$ cat src/byte_ring_buffer_peek_erase_macros.svh
// ----------------------------------------------------------------------------
// Byte ring buffer assertion macros
// Concurrent assertion wrappers, sampled on clk and disabled in reset.
// ----------------------------------------------------------------------------
`ifndef BYTE_RING_BUFFER_PEEK_ERASE_MACROS_SVH
`define BYTE_RING_BUFFER_PEEK_ERASE_MACROS_SVH

`ifndef SYNTH
// antecedent implies consequent in the same cycle
`define BRB_ASSERT_IMP(label, ante, cons, msg) \
	label: assert property (@(posedge clk) disable iff (!arst_n) (ante) |-> (cons)) \
		else $error(msg);
// antecedent implies consequent in the next cycle
`define BRB_ASSERT_NXT(label, ante, cons, msg) \
	label: assert property (@(posedge clk) disable iff (!arst_n) (ante) |=> (cons)) \
		else $error(msg);
`else
`define BRB_ASSERT_IMP(label, ante, cons, msg)
`define BRB_ASSERT_NXT(label, ante, cons, msg)
`endif

`endif

$ cat src/brb_pkg.sv
// ----------------------------------------------------------------------------
// brb_pkg
// Types and codes shared by the byte ring buffer.
// ----------------------------------------------------------------------------
`default_nettype none

package brb_pkg;

	localparam int CNT_W  = 7;
	localparam int BYTE_W = 8;

	typedef enum logic [1:0] {
		OP_WRITE = 2'd0,
		OP_DRAIN = 2'd1,
		OP_PEEK  = 2'd2,
		OP_ERASE = 2'd3
	} op_t;

	typedef enum logic [1:0] {
		STAT_OK    = 2'd0,
		STAT_FULL  = 2'd1,
		STAT_EMPTY = 2'd2
	} status_t;

	typedef enum logic {
		S_IDLE = 1'b0,
		S_RUN  = 1'b1
	} state_t;

endpackage

`default_nettype wire

$ cat src/brb_mem.sv
// ----------------------------------------------------------------------------
// brb_mem
// Byte store: one write port, one read port, registered read data.
// ----------------------------------------------------------------------------
`default_nettype none

module brb_mem import brb_pkg::*; #(
	parameter int DEPTH = 64,
	parameter int AW    = $clog2(DEPTH)
) (
	input  wire logic              clk,
	input  wire logic              we,
	input  wire logic [AW-1:0]     waddr,
	input  wire logic [BYTE_W-1:0] wdata,
	input  wire logic [AW-1:0]     raddr,
	output logic      [BYTE_W-1:0] rdata
);

	logic [BYTE_W-1:0] mem [DEPTH];

	always_ff @(posedge clk) begin
		if (we) begin
			mem[waddr] <= wdata;
		end
	end

	always_ff @(posedge clk) begin
		rdata <= mem[raddr];
	end

endmodule

`default_nettype wire

$ cat src/byte_ring_buffer_peek_erase.sv
// ----------------------------------------------------------------------------
// byte_ring_buffer_peek_erase
// Byte ring buffer with write, drain, peek and erase over one byte store.
//
//   channel  handshake            payload
//   command  start / busy         opcode, data_byte, erase_count
//   result   strobe (1 cycle)     out_byte, last, status, occupancy, full_res
//
// Write and erase: busy stays low; the result is registered and strobed in the cycle after accept.
// Drain/peek of n bytes: results follow accept back to back, one byte per
// cycle read from the store port; busy is high until the last byte.
// Empty drain/peek: a single result, in the cycle after accept.
// Reset clears head, tail and count; store contents are not cleared.
// Results cannot be stalled.
// ----------------------------------------------------------------------------
`default_nettype none

module byte_ring_buffer_peek_erase import brb_pkg::*; #(
	parameter int DEPTH = 64
) (
	input  wire logic              clk,
	input  wire logic              arst_n,
	input  wire logic              start,
	output logic                   busy,
	input  wire logic [1:0]        opcode,
	input  wire logic [BYTE_W-1:0] data_byte,
	input  wire logic [CNT_W-1:0]  erase_count,
	output logic                   strobe,
	output logic      [BYTE_W-1:0] out_byte,
	output logic                   last,
	output logic      [1:0]        status,
	output logic      [CNT_W-1:0]  occupancy,
	output logic                   full_res
);

`include "byte_ring_buffer_peek_erase_macros.svh"

	localparam int AW = $clog2(DEPTH);
	localparam int SW = CNT_W + 1;

	state_t           state_q, state_d;
	logic [AW-1:0]    head_q, tail_q, ptr_q;
	logic [CNT_W-1:0] count_q, rem_q;
	logic             res_q;
	status_t          stat_q;

	logic              accept, is_full, is_empty, start_run;
	op_t               op;
	logic [CNT_W-1:0]  erase_n;
	logic [SW-1:0]     head_sum, head_wrap;
	logic [AW-1:0]     raddr;
	logic              we;
	logic [BYTE_W-1:0] rdata;

	function automatic logic [AW-1:0] adv1(input logic [AW-1:0] idx);
		return (idx == AW'(DEPTH - 1)) ? '0 : idx + 1'b1;
	endfunction

	assign op       = op_t'(opcode);
	assign accept   = start && !busy;
	assign is_full  = (count_q == CNT_W'(DEPTH));
	assign is_empty = (count_q == '0);
	assign start_run = accept && (op == OP_DRAIN || op == OP_PEEK) && !is_empty;

	assign erase_n   = (erase_count < count_q) ? erase_count : count_q;
	assign head_sum  = SW'(head_q) + SW'(erase_n);
	assign head_wrap = (head_sum >= SW'(DEPTH)) ? head_sum - SW'(DEPTH) : head_sum;

	assign we    = accept && (op == OP_WRITE) && !is_full;
	assign raddr = accept ? head_q : ptr_q;

	brb_mem #(
		.DEPTH (DEPTH),
		.AW    (AW)
	) u_mem (
		.clk   (clk),
		.we    (we),
		.waddr (tail_q),
		.wdata (data_byte),
		.raddr (raddr),
		.rdata (rdata)
	);

	// next state
	always_comb begin
		if (start_run) begin
			state_d = S_RUN;
		end else if (state_q == S_RUN && rem_q != CNT_W'(1)) begin
			state_d = S_RUN;
		end else begin
			state_d = S_IDLE;
		end
	end

	// outputs
	always_comb begin
		unique case (state_q)
			S_RUN: begin
				busy     = (rem_q != CNT_W'(1));
				strobe   = 1'b1;
				out_byte = rdata;
				last     = (rem_q == CNT_W'(1));
				status   = STAT_OK;
			end
			default: begin
				busy     = 1'b0;
				strobe   = res_q;
				out_byte = '0;
				last     = 1'b1;
				status   = stat_q;
			end
		endcase
		occupancy = count_q;
		full_res  = (count_q == CNT_W'(DEPTH));
	end

	always_ff @(posedge clk or negedge arst_n) begin
		if (!arst_n) begin
			state_q <= S_IDLE;
			head_q  <= '0;
			tail_q  <= '0;
			count_q <= '0;
			rem_q   <= '0;
			ptr_q   <= '0;
			res_q   <= 1'b0;
			stat_q  <= STAT_OK;
		end else begin
			state_q <= state_d;
			res_q   <= 1'b0;
			if (state_q == S_RUN) begin
				ptr_q <= adv1(ptr_q);
				rem_q <= rem_q - 1'b1;
			end
			if (accept) begin
				unique case (op)
					OP_WRITE: begin
						res_q  <= 1'b1;
						stat_q <= is_full ? STAT_FULL : STAT_OK;
						if (!is_full) begin
							tail_q  <= adv1(tail_q);
							count_q <= count_q + 1'b1;
						end
					end
					OP_ERASE: begin
						res_q   <= 1'b1;
						stat_q  <= STAT_OK;
						head_q  <= head_wrap[AW-1:0];
						count_q <= count_q - erase_n;
					end
					OP_DRAIN, OP_PEEK: begin
						if (is_empty) begin
							res_q  <= 1'b1;
							stat_q <= STAT_EMPTY;
						end else begin
							rem_q <= count_q;
							ptr_q <= adv1(head_q);
							if (op == OP_DRAIN) begin
								head_q  <= tail_q;
								count_q <= '0;
							end
						end
					end
				endcase
			end
		end
	end

	`BRB_ASSERT_IMP(a_count_range, 1'b1, count_q <= CNT_W'(DEPTH), "count above depth")
	`BRB_ASSERT_IMP(a_empty_ptrs, count_q == '0, head_q == tail_q, "empty with head != tail")
	`BRB_ASSERT_IMP(a_run_rem, state_q == S_RUN, rem_q != '0, "run with no bytes left")
	`BRB_ASSERT_NXT(a_drain_clears, start_run && op == OP_DRAIN,
		count_q == '0 && state_q == S_RUN, "drain did not empty buffer")
	`BRB_ASSERT_IMP(a_res_idle, res_q, state_q == S_IDLE, "single result during run")

endmodule

`default_nettype wire

$ cat config.mk
export PLATFORM = sky130hd
export DESIGN_NAME = byte_ring_buffer_peek_erase
export DESIGN_NICKNAME = d
export VERILOG_FILES = /design/src/brb_pkg.sv /design/src/brb_mem.sv /design/src/byte_ring_buffer_peek_erase.sv
export VERILOG_INCLUDE_DIRS = /design/src /design/src/src
export SDC_FILE = /design/constraint.sdc
export NUM_CORES = 1
export LEC_CHECK = 0
export ABC_CLOCK_PERIOD_IN_PS = 9640
export BUFFER_PORTS_ARGS = -buffer_cell sky130_fd_sc_hd__buf_2
export CAP_MARGIN = 5
export CORE_ASPECT_RATIO = 1.1
export CORE_MARGIN = 3
export CORE_UTILIZATION = 35
export DETAILED_ROUTE_END_ITERATION = 16
export GPL_ROUTABILITY_DRIVEN = 0
export PLACE_DENSITY = 0.55
export SYNTH_ARGS = -nofsm -noshare
export SYNTH_HDL_FRONTEND = slang
export SYNTH_SLANG_ARGS = --single-unit
$ cat constraint.sdc
create_clock -name clk -period 9.64 [get_ports clk]
set_input_delay 0.964 -clock clk [delete_from_list [all_inputs] [get_ports clk]]
set_output_delay 0.964 -clock clk [all_outputs]
set_load 0.03 [all_outputs]
==> results.yml <==
setup_path:
  start_kind: "flip-flop"
  worst-setup-path-type: "flip-flop to flip-flop"
  worst_setup_path_end_kind: "flip-flop"
  cp_max_fo: 57
  arrival_ns: 5.19
  worst_ep_required_time_ns: 10.12
yosys:
  yosysSeqAreaShare: 0.701
  synthAdderAreaFrac: 0.0151
  syn-num-nets: 1974
  yosysTopAreaCellShare: 0.656
  synth_xor_area_frac: 0.00934
  synth_top_cell_by_area: "edfxtp_1"
  synth_cells: 1927
  synthSimpleGateAreaFrac: 0.196
  synth_compound_area_frac: 0.0285
  synth_mux_area_frac: 0.0260
  synth_area_um2: 23400
  ys_ff_latch: 556
  synth_area_leaders: "edfxtp_1, nand2_1, nand3_1"
  avgSynthCellArea_um2: 12.2
  synth-main-ff-cell: "edfxtp_1"
  synth_top_family_by_area: "simple AND/OR/NAND/NOR gates"
  async_reset_ff_frac: 0.0647
  ys_warn_count: 0
  synth-edff-count: 512
  ys_types: 58
clock_network:
  cts_buffer_depth: 3
  cts-root-buf: "clkbuf_16"
  cts_inserted_buffers: 54
  cts-resized-gates: 0
  tritoncts: "built"
  clkSlewWorstSetupHoldPaths_ns: 0.06
  cts_max_level: 2
  hold_buffers: 0
  postCtsSetupBuffers: 0
  clock_sinks: 556
  clock_latency_ns: 0.61
floorplan:
  core_area_um2: 65600
  dieHeight_um: 277
  start_util: 0.357
  die-width_um: 253
  die-area_um2: 70100
  io_pins: 41
  rows: 98
drt:
  first_iter_violations: 1187
  wl_per_cell_um: 21.9
  route.detailed.drc: 0
  drt-pass1-iter-count: 5
  vias: 15100
  drt_wl_total_mm: 62.0
  antenna_left: 0
  avgViaCountPerCell: 5.35
layout:
  layout-drive-gt1-share: 0.0757
  areaGrowthSynthToFinish_pct: 11.4
  final_nets: 1984
  post-route-util: 0.398
  fin_area_um2: 26100
  fill_cells: 6143
  diodes: 0
status:
  status: "complete, no violations"
timing:
  max_slew_margin: 0.182
  drv_slew: 0
  skew_ns: 0.0144
  grt_setup_unrepaired: "false"
  max_freq_mhz: 212
  final.setup.tns_ns: 0
  period_share: 0.488
  setup_viol: 0
  finalHoldViolCount: 0
  hold_ws_ns: 0.470
  tightest_slew_ns: 1.22
  fin_crit_ns: 4.71
global_routing:
  grt_max_degree: 165
  antenna_found_initial: 1
  grt_pass1_wl_mm: 94.2
  grt_pass1_vias: 14900
  overflow: 0
  grtUsageTotal: 0.176
pwr:
  power_uw: 7890
  cellLeakagePower_uw: 0.00907
  powerDensity_nw_per_um2: 302
  ir_drop_mv: 0.478
hold_path:
  hp-class: "input pin to async pin"
place:
  post-dp-hpwl_mm: 37.0
  place_area_um2: 24400
  portBuffers: 40
flow_run:
  max_cap_violations: 0
worst paths after layout:
path	start	end	slack, ns	depth (start not counted)
setup / recovery	rem_q[3]$_DFF_PN0_	u_mem.rdata[7]$_DFF_P_	4.93	10
hold / removal	arst_n	stat_q[0]$_DFFE_PN0P_	0.47	1
setup reg to reg	rem_q[3]$_DFF_PN0_	u_mem.rdata[7]$_DFF_P_	4.93	10
hold reg to reg	stat_q[0]$_DFFE_PN0P_	stat_q[0]$_DFFE_PN0P_	0.55	2
max in group asynchronous	arst_n	ptr_q[2]$_DFF_PN0_	8.62	1
min in group clk	stat_q[0]$_DFFE_PN0P_	stat_q[0]$_DFFE_PN0P_	0.55	2
layout make-up:
| class | count | area [um^2] | share of cell area |
|---|---|---|---|
| Inverter | 24 | 90.1 | 0.00345 |
| Clock buffer | 81 | 1510 | 0.0580 |
| Tap cell | 850 | 1060 | 0.0407 |
| Multi-Input combinational cell | 1243 | 6470 | 0.248 |
| Timing Repair Buffer | 58 | 360 | 0.0138 |
| Clock inverter | 19 | 164 | 0.00628 |
| Sequential cell | 556 | 16400 | 0.630 |
routing by layer:
layer / up-vias / global-route usage / part of all wire / wire [um]
met2: 449 / 0.298 / 0.50 / 30800
met1: 7615 / 0.234 / 0.42 / 26000
met5: - / 0 / 0.00027 / 17
met3: 99 / 0.0269 / 0.057 / 3540
met4: 2 / 0.0512 / 0.026 / 1630
li1: 6978 / - / - / -
cells by family after synthesis:
| kind of cell | count (synthesis) |
|---|---|
| compound gates | 99 |
| xor+xnor | 25 |
| fa+ha+maj | 27 |
| buf+inv | 128 |
| flops | 556 |
| mux | 60 |
| simple gates | 1032 |
cells in the mapped netlist, types with 2 or more instances:
cell	n
edfxtp_1	512
nand2_1	490
nand3_1	337
nor2_1	93
clkbuf_1	64
mux2i_1	56
dfrtp_1	36
nand4_1	31
o21ai_0	29
ha_1	25
buf_2	24
inv_1	24
xnor2_1	21
a21oi_1	18
a32oi_1	15
nor3_1	15
and2_1	12
and3_1	10
a21o_1	9
buf_1	9
or4_1	9
dfxtp_1	8
nand3b_1	7
buf_6	6
nand2b_1	6
nor2b_1	6
or3_1	4
xor2_1	4
a31oi_1	3
mux2_2	3
nand4b_1	3
o22ai_1	3
or2_2	3
a211oi_1	2
a21oi_2	2
fa_1	2
nor4_1	2
o211ai_1	2
o21ai_1	2
or3b_2	2
cell usage in the layout (no fill, tap or decap), types with 24 or more instances in the layout:
cell type  count
buf_2         40
clkbuf_16     54
dfrtp_1       36
edfxtp_1     512
ha_1          25
inv_1         24
mux2i_1       56
nand2_1      489
nand3_1      337
nand4_1       31
nor2_1        93
o21ai_0       28
flip-flops by register name, summed over array words and instances (netlist names):
name,flops
u_mem.mem,512
stat_q,2
ptr_q,6
u_mem.rdata,8
rem_q,7
state_q,1
head_q,6
occupancy,7
tail_q,6
res_q,1
worst max-delay path, cell delays in order (launching register included):
cell     delay (ns)
dfrtp_1        0.42
or4_1          0.72
o21ai_4        0.36
nand3_1        0.17
o21ai_4        0.08
buf_4          0.56
buf_4          0.71
nand3_1        0.24
a32oi_1        0.31
nand3_1        0.30
or4_1          0.58
through the flow:
step / std cells / worst slack [ns]
final: 2831 / 4.93
after global routing: 2831 / 4.79
after CTS: 2831 / 4.94
after detailed placement: 2731 / 4.86
after global placement: 2731 / 4.89
after floorplan: 1927 / 5.72
power breakdown:
group          total, uW  internal, uW  switching, uW
Clock               2040          1140            903
Sequential          2860          2730            133
Combinational       2990           892           2090
(Power assumes the default switching activity.)
